`src/design/dqsr_pkg.sv`:
```
// Package for the double-ended queue with search and remove.
// Holds the request and response types, operation and status codes.
// No dependencies.
package dqsr_pkg;

    // default number of slots in the circular store
    localparam int DEPTH_DEFAULT = 16;

    localparam int OP_W     = 3;
    localparam int STATUS_W = 2;
    localparam int DATA_W   = 32;
    localparam int COUNT_W  = 5;

    // operation codes
    localparam logic [OP_W-1:0] OP_PUSH_FRONT = 3'd0;
    localparam logic [OP_W-1:0] OP_PUSH_BACK  = 3'd1;
    localparam logic [OP_W-1:0] OP_POP_FRONT  = 3'd2;
    localparam logic [OP_W-1:0] OP_POP_BACK   = 3'd3;
    localparam logic [OP_W-1:0] OP_CONTAINS   = 3'd4;
    localparam logic [OP_W-1:0] OP_REMOVE     = 3'd5;

    // status codes
    localparam logic [STATUS_W-1:0] STATUS_OK    = 2'd0;
    localparam logic [STATUS_W-1:0] STATUS_EMPTY = 2'd1;
    localparam logic [STATUS_W-1:0] STATUS_FULL  = 2'd2;

    typedef struct packed {
        logic [OP_W-1:0]          op;
        logic signed [DATA_W-1:0] value;
    } dqsr_req_t;

    typedef struct packed {
        logic [STATUS_W-1:0]      status;
        logic                     found;
        logic signed [DATA_W-1:0] front_value;
        logic signed [DATA_W-1:0] back_value;
        logic [COUNT_W-1:0]       count;
    } dqsr_rsp_t;

endpackage

```
`src/design/dqsr_ram.sv`:
```
// Entry store: one write port, one read port, registered read data.
// Depends on dqsr_pkg for the default depth and data width.
module dqsr_ram #(
    parameter int DEPTH = dqsr_pkg::DEPTH_DEFAULT
) (
    input  logic                        aclk,
    input  logic                        wr_en,
    input  logic [$clog2(DEPTH)-1:0]    wr_addr,
    input  logic [dqsr_pkg::DATA_W-1:0] wr_data,
    input  logic                        rd_en,
    input  logic [$clog2(DEPTH)-1:0]    rd_addr,
    output logic [dqsr_pkg::DATA_W-1:0] rd_data
);
    import dqsr_pkg::*;

    logic [DATA_W-1:0] mem [DEPTH];
    logic [DATA_W-1:0] rd_data_reg;

    // write port
    always_ff @(posedge aclk) begin
        if (wr_en) begin
            mem[wr_addr] <= wr_data;
        end
    end

    // read port, data held until the next read
    always_ff @(posedge aclk) begin
        if (rd_en) begin
            rd_data_reg <= mem[rd_addr];
        end
    end

    assign rd_data = rd_data_reg;

endmodule

```
`src/design/deque_with_search_and_remove.sv`:
```
// Bounded double-ended queue of signed 32-bit values over a circular store of DEPTH slots held
// in one synchronous RAM (one write and one read port, registered read data). One request is
// worked at a time and gives one response. Pushes, pops, the error cases and ignored op codes
// go from acceptance to a valid response through reads of the front and back slots through
// the RAM port, then the load of the response register. Contains adds a scan through the RAM,
// one entry per cycle with the compare in the cycle after the read, ending at the first match or
// at the back entry. Remove adds, after the match, a shift of the later entries one slot
// toward the front, one entry per cycle, and none when the match is the back entry. The response
// waits in an output register; the next request is taken once the current response has been
// loaded there. Depends on dqsr_pkg and dqsr_ram.
module deque_with_search_and_remove #(
    parameter int DEPTH = dqsr_pkg::DEPTH_DEFAULT
) (
    input  logic                aclk,
    input  logic                aresetn,
    input  logic                s_valid,
    output logic                s_ready,
    input  dqsr_pkg::dqsr_req_t s_req,
    output logic                m_valid,
    input  logic                m_ready,
    output dqsr_pkg::dqsr_rsp_t m_rsp
);
    import dqsr_pkg::*;

    localparam int IDXW = $clog2(DEPTH);
    localparam int CNTW = $clog2(DEPTH + 1);

    // sequencer states
    localparam logic [2:0] ST_IDLE   = 3'd0;
    localparam logic [2:0] ST_SCAN   = 3'd1;
    localparam logic [2:0] ST_SHIFT  = 3'd2;
    localparam logic [2:0] ST_RFRONT = 3'd3;
    localparam logic [2:0] ST_RBACK  = 3'd4;
    localparam logic [2:0] ST_FINISH = 3'd5;

    logic [2:0]          state_reg, state_next;
    logic [IDXW-1:0]     head_reg, head_next;
    logic [CNTW-1:0]     cnt_reg, cnt_next;
    logic [OP_W-1:0]     op_reg, op_next;
    logic [DATA_W-1:0]   value_reg, value_next;
    logic [STATUS_W-1:0] status_reg, status_next;
    logic                found_reg, found_next;
    logic [CNTW-1:0]     ptr_reg, ptr_next;
    logic                pend_reg, pend_next;
    logic [CNTW-1:0]     pend_pos_reg, pend_pos_next;
    logic [DATA_W-1:0]   front_reg, front_next;
    logic                m_valid_reg, m_valid_next;
    dqsr_rsp_t           m_rsp_reg, m_rsp_next;

    logic                wr_en;
    logic [IDXW-1:0]     wr_addr;
    logic [DATA_W-1:0]   wr_data;
    logic                rd_en;
    logic [IDXW-1:0]     rd_addr;
    logic [DATA_W-1:0]   rd_data;
    logic                m_load;
    logic                is_full;
    logic                is_empty;
    logic [IDXW-1:0]     head_dec;
    logic [IDXW-1:0]     head_inc;

    // slot of a queue position: (head + pos) mod DEPTH, sum stays below twice DEPTH for pos up to DEPTH
    function automatic logic [IDXW-1:0] slot_of(input logic [IDXW-1:0] head,
                                                input logic [CNTW-1:0] pos);
        logic [CNTW:0] sum;
        sum = (CNTW+1)'(head) + (CNTW+1)'(pos);
        if (sum >= (CNTW+1)'(DEPTH)) begin
            sum = sum - (CNTW+1)'(DEPTH);
        end
        return sum[IDXW-1:0];
    endfunction

    dqsr_ram #(
        .DEPTH (DEPTH)
    ) u_ram (
        .aclk    (aclk),
        .wr_en   (wr_en),
        .wr_addr (wr_addr),
        .wr_data (wr_data),
        .rd_en   (rd_en),
        .rd_addr (rd_addr),
        .rd_data (rd_data)
    );

    assign is_full  = (cnt_reg == CNTW'(DEPTH));
    assign is_empty = (cnt_reg == '0);
    assign head_dec = (head_reg == '0) ? IDXW'(DEPTH - 1) : head_reg - 1'b1;
    assign head_inc = (head_reg == IDXW'(DEPTH - 1)) ? '0 : head_reg + 1'b1;

    // sequencer: update, scan, shift, read front and back, then load the response
    always_comb begin
        state_next    = state_reg;
        head_next     = head_reg;
        cnt_next      = cnt_reg;
        op_next       = op_reg;
        value_next    = value_reg;
        status_next   = status_reg;
        found_next    = found_reg;
        ptr_next      = ptr_reg;
        pend_next     = pend_reg;
        pend_pos_next = pend_pos_reg;
        front_next    = front_reg;
        wr_en         = 1'b0;
        wr_addr       = '0;
        wr_data       = s_req.value;
        rd_en         = 1'b0;
        rd_addr       = '0;
        m_load        = 1'b0;
        s_ready       = (state_reg == ST_IDLE);

        case (state_reg)
            ST_IDLE: begin
                if (s_valid) begin
                    op_next     = s_req.op;
                    value_next  = s_req.value;
                    status_next = STATUS_OK;
                    found_next  = 1'b0;
                    ptr_next    = '0;
                    pend_next   = 1'b0;
                    state_next  = ST_RFRONT;
                    case (s_req.op)
                        OP_PUSH_FRONT: begin
                            if (is_full) begin
                                status_next = STATUS_FULL;
                            end else begin
                                head_next = head_dec;
                                wr_en     = 1'b1;
                                wr_addr   = head_dec;
                                cnt_next  = cnt_reg + 1'b1;
                            end
                        end
                        OP_PUSH_BACK: begin
                            if (is_full) begin
                                status_next = STATUS_FULL;
                            end else begin
                                wr_en    = 1'b1;
                                wr_addr  = slot_of(head_reg, cnt_reg);
                                cnt_next = cnt_reg + 1'b1;
                            end
                        end
                        OP_POP_FRONT: begin
                            if (is_empty) begin
                                status_next = STATUS_EMPTY;
                            end else begin
                                head_next = head_inc;
                                cnt_next  = cnt_reg - 1'b1;
                            end
                        end
                        OP_POP_BACK: begin
                            if (is_empty) begin
                                status_next = STATUS_EMPTY;
                            end else begin
                                cnt_next = cnt_reg - 1'b1;
                            end
                        end
                        OP_CONTAINS, OP_REMOVE: begin
                            if (is_empty) begin
                                status_next = STATUS_EMPTY;
                            end else begin
                                state_next = ST_SCAN;
                            end
                        end
                        default: begin
                        end
                    endcase
                end
            end

            // one read per cycle, compare the returned entry in the cycle after its read
            ST_SCAN: begin
                if (pend_reg && (rd_data == value_reg)) begin
                    found_next = 1'b1;
                    pend_next  = 1'b0;
                    if (op_reg == OP_REMOVE) begin
                        ptr_next   = pend_pos_reg + 1'b1;
                        state_next = ST_SHIFT;
                    end else begin
                        state_next = ST_RFRONT;
                    end
                end else if (ptr_reg < cnt_reg) begin
                    rd_en         = 1'b1;
                    rd_addr       = slot_of(head_reg, ptr_reg);
                    pend_next     = 1'b1;
                    pend_pos_next = ptr_reg;
                    ptr_next      = ptr_reg + 1'b1;
                end else begin
                    pend_next = 1'b0;
                    if (!pend_reg) begin
                        state_next = ST_RFRONT;
                    end
                end
            end

            // read entry at ptr, write the returned one a place toward the front
            ST_SHIFT: begin
                wr_data = rd_data;
                if (pend_reg) begin
                    wr_en   = 1'b1;
                    wr_addr = slot_of(head_reg, pend_pos_reg - 1'b1);
                end
                if (ptr_reg < cnt_reg) begin
                    rd_en         = 1'b1;
                    rd_addr       = slot_of(head_reg, ptr_reg);
                    pend_next     = 1'b1;
                    pend_pos_next = ptr_reg;
                    ptr_next      = ptr_reg + 1'b1;
                end else begin
                    pend_next = 1'b0;
                    if (!pend_reg) begin
                        cnt_next   = cnt_reg - 1'b1;
                        state_next = ST_RFRONT;
                    end
                end
            end

            ST_RFRONT: begin
                rd_en      = !is_empty;
                rd_addr    = slot_of(head_reg, '0);
                state_next = ST_RBACK;
            end

            ST_RBACK: begin
                front_next = rd_data;
                rd_en      = !is_empty;
                rd_addr    = slot_of(head_reg, cnt_reg - 1'b1);
                state_next = ST_FINISH;
            end

            ST_FINISH: begin
                if (!m_valid_reg || m_ready) begin
                    m_load     = 1'b1;
                    state_next = ST_IDLE;
                end
            end

            default: begin
                state_next = ST_IDLE;
            end
        endcase
    end

    // response register
    always_comb begin
        m_rsp_next   = m_rsp_reg;
        m_valid_next = m_valid_reg;
        if (m_load) begin
            m_valid_next           = 1'b1;
            m_rsp_next.status      = status_reg;
            m_rsp_next.found       = found_reg;
            m_rsp_next.front_value = is_empty ? '0 : front_reg;
            m_rsp_next.back_value  = is_empty ? '0 : rd_data;
            m_rsp_next.count       = COUNT_W'(cnt_reg);
        end else if (m_ready) begin
            m_valid_next = 1'b0;
        end
    end

    // control state
    always_ff @(posedge aclk) begin
        if (!aresetn) begin
            state_reg   <= ST_IDLE;
            head_reg    <= '0;
            cnt_reg     <= '0;
            pend_reg    <= 1'b0;
            m_valid_reg <= 1'b0;
        end else begin
            state_reg   <= state_next;
            head_reg    <= head_next;
            cnt_reg     <= cnt_next;
            pend_reg    <= pend_next;
            m_valid_reg <= m_valid_next;
        end
    end

    // payload and work registers
    always_ff @(posedge aclk) begin
        op_reg       <= op_next;
        value_reg    <= value_next;
        status_reg   <= status_next;
        found_reg    <= found_next;
        ptr_reg      <= ptr_next;
        pend_pos_reg <= pend_pos_next;
        front_reg    <= front_next;
        m_rsp_reg    <= m_rsp_next;
    end

    assign m_valid = m_valid_reg;
    assign m_rsp   = m_rsp_reg;

`ifndef SYNTH
    // count never passes the store depth
    a_cnt_bound: assert property (@(posedge aclk) disable iff (!aresetn)
        cnt_reg <= CNTW'(DEPTH))
        else $error("entry count above depth");

    // one request in work at a time
    a_one_at_a_time: assert property (@(posedge aclk) disable iff (!aresetn)
        (s_valid && s_ready) |=> !s_ready)
        else $error("request accepted while another is in work");

    // loaded response carries the count held after the operation
    a_rsp_count: assert property (@(posedge aclk) disable iff (!aresetn)
        m_load |=> (m_rsp.count == COUNT_W'(cnt_reg)))
        else $error("response count differs from held count");
`endif

endmodule
```
`config.mk`:
```
export PLATFORM = sky130hd
export DESIGN_NAME = deque_with_search_and_remove
export DESIGN_NICKNAME = d
export VERILOG_FILES = /design/src/design/dqsr_pkg.sv /design/src/design/dqsr_ram.sv /design/src/design/deque_with_search_and_remove.sv
export SDC_FILE = /design/constraint.sdc
export NUM_CORES = 1
export LEC_CHECK = 0
export BUFFER_PORTS_ARGS = -buffer_cell sky130_fd_sc_hd__buf_4
export CAP_MARGIN = 40
export CELL_PAD_IN_SITES_DETAIL_PLACEMENT = 2
export CELL_PAD_IN_SITES_GLOBAL_PLACEMENT = 2
export CORE_MARGIN = 5
export CORE_UTILIZATION = 50
export CTS_CLUSTER_DIAMETER = 50
export DETAILED_ROUTE_END_ITERATION = 8
export PLACE_DENSITY = 0.9
export SYNTH_ARGS = -nofsm -noshare
export SYNTH_HDL_FRONTEND = slang
export SYNTH_SLANG_ARGS = --single-unit
```
`constraint.sdc`:
```
create_clock -name aclk -period 6.65 [get_ports aclk]
set_input_delay 0.3325 -clock aclk [delete_from_list [all_inputs] [get_ports aclk]]
set_output_delay 0.3325 -clock aclk [all_outputs]
set_load 0.005 [all_outputs]
```
## Word level (Yosys, flattened, before mapping)

Memories as Yosys holds them, arrays and structs flattened. A register that Yosys moved wholly into a read port is not among the register bits.
Index checks and enable logic that the tools add are counted.

| word-level totals | value |
|---|---|
| register bits | 166 |
| bits in writable memories | 512 |
| input port bits | 39 |
| output and inout port bits | 74 |
| word-level logic and storage cells | 158 |
| memories | 1 |

Memories:

| memory | words | width | rd ports | clocked after memory_dff | wr ports | line | text |
|---|---|---|---|---|---|---|---|
| u_ram.mem | 16 | 32 | 1 | 1 | 1 | dqsr_ram.sv:16 | `logic [DATA_W-1:0] mem [DEPTH];` |

| cells by class | value |
|---|---|
| add/sub/neg operators | 16 |
| order comparisons | 6 |
| equal/unequal tests | 26 |
| mux-type cells | 65 |
| reductions and logical operators | 27 |

Operators by type and width:

| kind | number |
|---|---|
| 4-bit two-way mux | 15 |
| 5-bit two-way mux | 11 |
| 32-bit equality test | 1 |
| 32-bit two-way mux | 1 |
| 5-bit case mux with 2 select lines | 3 |
| 4-bit by 5-bit adder with 6-bit output | 4 |
| 6-bit by 5-bit >= comparator with 1-bit output, second input constant | 4 |
| 4-bit case mux with 2 select lines | 3 |
| 4-bit by 1-bit subtractor with 4-bit output, second input constant | 6 |
| 3-bit case mux with 6 select lines | 1 |
| 1-bit two-way mux | 16 |
| 2-bit inequality test, second input constant | 8 |
| 4-bit case mux with 4 select lines | 1 |
| 5-bit by 1-bit adder with 5-bit output, second input constant | 3 |
| 3-bit equality test, second input constant | 5 |
| 3-bit two-way mux | 5 |
| 5-bit case mux with 3 select lines | 1 |
| 3-bit by 2-bit equality test with 1-bit output, second input constant | 4 |
| 3-bit inequality test, second input constant | 4 |
| 2-bit nonzero test | 5 |
| 5-bit by 1-bit subtractor with 5-bit output, second input constant | 2 |
| 2-bit AND reduction | 4 |
| 2-bit OR reduction | 4 |
| 7-bit AND reduction | 1 |
| 20 further kinds | 28 |

## Longest topological paths before layout

| logic depth | value |
|---|---|
| word-level depth | 7 |
| gate-level depth with buffers | 15 |
| mapped depth without buffers | 13 |

## Hierarchy

A second synthesis with hierarchy kept.

| unflattened totals | value |
|---|---|
| cells, all modules | 1488 |
| area, all modules | 28035.6 um2 |

Modules (own cells, without submodules):

| module | times used | cells each | area an instance (um2) | sequential area each (um2) |
|---|---|---|---|---|
| dqsr_ram | 1 | 838 | 20174.3 | 16335.7 |
| deque_with_search_and_remove | 1 | 650 | 7861.3 | 4844.6 |

## Least setup slack after synthesis

OpenSTA, ideal clock, no wires.

| path | value |
|---|---|
| path type | register to register |
| from | register state_reg[0] |
| to | memory u_ram.mem[11][0], enable pin |
| data arrival time | 3.862 ns |
| data required time | 6.229 ns |
| setup slack | 2.367 ns |
| stages on the path, launching flop included | 9 |
| clock period less this slack | 4.283 ns |
| cell sequence | dfxtp_1 clkbuf_1 nor3_1 nand2_1 inv_1 nand3_1 o21ai_0 nand2_1 nor2_1 |

| on the way | value |
|---|---|
| word-level cells in the longest chain between the ends | 4 |

Ends and longest elaborated chain:

| item | line | text |
|---|---|---|
| start, declared | deque_with_search_and_remove.sv:36 | `logic [2:0] state_reg, state_next;` |
| start signal, assigned | deque_with_search_and_remove.sv:267 | `state_reg <= state_next;` |
| 3-bit zero test * | n/a |  |
| via s_ready | deque_with_search_and_remove.sv:17 | `output logic s_ready,` |
| 1-bit case mux with 2 select lines | deque_with_search_and_remove.sv:111 | `case (state_reg)` |
| 1-bit two-way mux | dqsr_ram.sv:21 | `if (wr_en) begin` |
| 1-bit two-way mux (implied by the code) | dqsr_ram.sv:22 | `mem[wr_addr] <= wr_data;` |
| end, declared | dqsr_ram.sv:16 |  |

The timed path passes the listed nets; every way through them passes the cells marked *.

## Final worst setup path

| path | value |
|---|---|
| from | register cnt_reg[0] |
| to | register u_ram.rd_data_reg[29], in the netlist u_ram.rd_data[29] (read register of u_ram.mem), data pin |

| on the way | value |
|---|---|
| word-level cells in the longest chain between the ends | 5 |

Ends and longest elaborated chain:

| item | line | text |
|---|---|---|
| start, declared | deque_with_search_and_remove.sv:38 | `logic [CNTW-1:0] cnt_reg, cnt_next;` |
| start signal, assigned | deque_with_search_and_remove.sv:269 | `cnt_reg <= cnt_next;` |
| 5-bit by 1-bit subtractor with 5-bit output | deque_with_search_and_remove.sv:225 | `rd_addr = slot_of(head_reg, cnt_reg - 1'b1);` |
| 4-bit by 5-bit adder with 6-bit output | deque_with_search_and_remove.sv:66 | `sum = (CNTW+1)'(head) + (CNTW+1)'(pos);` |
| 6-bit by 5-bit >= comparator with 1-bit output or 4-bit by 1-bit subtractor with 4-bit output (tied branches) | deque_with_search_and_remove.sv:67, deque_with_search_and_remove.sv:68 |  |
| 4-bit two-way mux | deque_with_search_and_remove.sv:67 | `if (sum >= (CNTW+1)'(DEPTH)) begin` |
| 4-bit case mux with 4 select lines | deque_with_search_and_remove.sv:111 |  |
| end, declared | dqsr_ram.sv:17 | `logic [DATA_W-1:0] rd_data_reg;` |

Parallel ways exist; a longest one is shown, timed or not.
A chain may end at the register's enable or synchronous reset.

==> metrics <==
WL final=133,000 µm; Finished Cell Area=33,000 µm²; Hold Path Class=input port to flop; clk sinks=710; crit-path cells=inv_1 -> ha_1 -> xor2_1 -> ha_1 -> xnor2_1 -> a22oi_1 -> inv_1 -> a31o_2 -> nand3b_1 -> buf_4 -> o22ai_1 -> or4_1; met2 wire len=61,300 µm; Hold Path End=state_reg[2]; Overflow after GRT=0; GRT Util Overall=41.0%; status=completed; WS Path Type=flop to flop; drt pass-1 iters=5; routed len/inst=50.4 µm; Area growth, synth to finish=17.3%; sequential element share of the synthesized area=75.3%; CP Launch Type=flop; Initial Utilization=50.2%; RSZ-0062 raised after global routing=no; post-route DRC violation count=0; vias in the first global route=19,368; Arr. time, crit path=5.94 ns; number of gates resized after CTS=0; Mean Syn Cell Area=17.4 µm²; CTS Buffer Depth=3; layout cell share with drive strength beyond 1=17.5%; met3 routed WL=14,900 µm; Final Max Slew Viols=0; WP data required=7.01 ns; Routed Antenna Nets=0; leakage=0.0106 µW; syn_nets=1,683; initial antenna violation count=11; min Tclk post-route=5.58 ns; post-synthesis cell count=1,616; dpl hpwl=67,000 µm; Peak VDD IR=0.000684 V; Initial DRC Count=3,277; Reg clk slew, reported paths=0.08 ns; max_cap viols=0; CTS root buf=clkbuf_16; die area=61,100 µm²; commonest non-fill, non-tap cell in the layout=edfxtp_1; max reg flops=512; Critical R2R Launch=cnt_reg[0]; Final GP Congestion=0.819; H-tree levels=3; via/cell ratio=7.29; vias=19,184; delay-heaviest family, CP=compound AO/OA/AOI/OAI gates; Total Nets Final=1,877; RR Endpoint=u_ram.rd_data[29]; Hold WS=0.0437 ns; num ports=113; Post-synth EDFFs=696; biggest cell delay along the critical path=0.74 ns; clock latency at the later pin of the worst-skew pair=0.67 ns; Top Layer Used=met5; Critical Path Fanout Max=23; Post-synth top flop=edfxtp_1; synthesized cell area=28,100 µm²; YS warnings=0; most frequent cells in the layout=edfxtp_1, mux2i_1, buf_4; Setup TNS=0 ns; endpoint class of the critical path=flop; critical path depth in cells=12; Clock Skews=0.0390 ns; CP bufs+invs=3; largest net degree at the start of global routing=73; Power per Cell Area=491 nW/µm²; f_max=0.179 GHz; R2R cell count=12; fin crit share=84.0%; Synth async-reset ratio=0%; Final Util=58.8%; Worst Hold Launch=aresetn; post-place instance area=30,100 µm²; first-pass GRT wire length=172,000 µm; hold-critical path depth=2; Setup violations, final=0; TritonCTS clock tree=built; Worst R2R Setup Slack=1.07 ns; Power Total=16,200 µW; DIE HEIGHT=247 µm; row count=87; Worst path slowest cell=a22oi_1; final hold vios=0; Die X=247 µm; Netlist cell types=50; Core Box Area=56,100 µm²; worst-margin pin slew=1.01 ns; Inserted Clock Buffers=77; Metal-1 WL=46,200 µm; number of synthesized register bits=710; PortBufs=112; Rel. slew slack=32.6%
==> final cells by class <==
cell class / instances / area [µm²]
Inverter: 25 / 93.8
Fill cell: 4665 / 23100
Antenna cell: 9 / 22.5
Clock inverter: 35 / 347
Sequential cell: 710 / 21200
Tap cell: 756 / 946
Timing Repair Buffer: 190 / 1620
Clock buffer: 102 / 2100
Multi-Input combinational cell: 806 / 6670
==> worst max-delay path by stage <==
stage	slack (ns)	to	startpoint
2_1_floorplan	2.37	u_ram.mem[11][0]	state_reg[0]
3_3_place_gp	1.83	u_ram.rd_data[4]	u_ram.rd_data[12]
3_5_place_dp	1.80	u_ram.rd_data[2]	cnt_reg[1]
4_1_cts	1.54	u_ram.rd_data[30]	cnt_reg[1]
5_1_grt	1.19	u_ram.rd_data[26]	cnt_reg[1]
6_report	1.07	u_ram.rd_data[29]	cnt_reg[0]
==> power by group <==
group / internal (µW) / switching, µW
Combinational: 1420 / 3640
Clock: 2480 / 2190
Sequential: 5880 / 592
Total: 9780 / 6420
==> layer usage <==
metal  GRT usage (%)  vias to the layer above
met5               0                        -
met4            25.0                        4
met3            9.42                      573
met2            65.6                     2022
met1            51.2                     9833
li1                -                     6752
==> cells by family after synthesis <==
| logic type | after synthesis | synth area share, % |
|---|---|---|
| AO/OA/AOI/OAI | 198 | 4.51 |
| XOR/XNOR | 63 | 1.96 |
| adder cells (fa/ha/maj) | 28 | 1.35 |
| buffers and inverters | 100 | 1.79 |
| flip-flops | 710 | 75.3 |
| multiplexers | 291 | 10.5 |
| AND/OR/NAND/NOR | 226 | 4.58 |
==> what timing repair did <==
item,CTS,global route
buffers inserted,0,0
hold endpoints to repair,35,0
hold buffers,35,0
==> cell usage after synthesis (19+ instances only) <==
cell type / count / area [µm²]
edfxtp_1: 696 / 20900
mux2i_1: 258 / 2580
o22ai_1: 137 / 857
nor2b_1: 67 / 419
clkbuf_1: 40 / 150
xnor2_1: 40 / 350
nor2_1: 39 / 146
nand2_1: 35 / 131
mux2_2: 33 / 372
or4_1: 33 / 248
ha_1: 24 / 300
inv_1: 24 / 90.1
xor2_1: 23 / 201
buf_2: 19 / 95.1
==> stage by stage <==
step / setup WS [ns] / std cells
2_1_floorplan: 2.37 / 1616
3_3_place_gp: 1.83 / 2446
3_5_place_dp: 1.80 / 2449
4_1_cts: 1.54 / 2621
5_1_grt: 1.19 / 2624
6_report: 1.07 / 2633
==> worst reg2reg max path, cell delays in order (launching register included) <==
cell and delay (ns):
dfxtp_1 0.54, inv_1 0.22, ha_1 0.35, xor2_1 0.36, ha_1 0.35, xnor2_1 0.24
a22oi_1 0.74, inv_1 0.18, a31o_2 0.32, nand3b_1 0.68, buf_4 0.55, o22ai_1 0.22
or4_1 0.54
(Power assumes the default switching activity.)
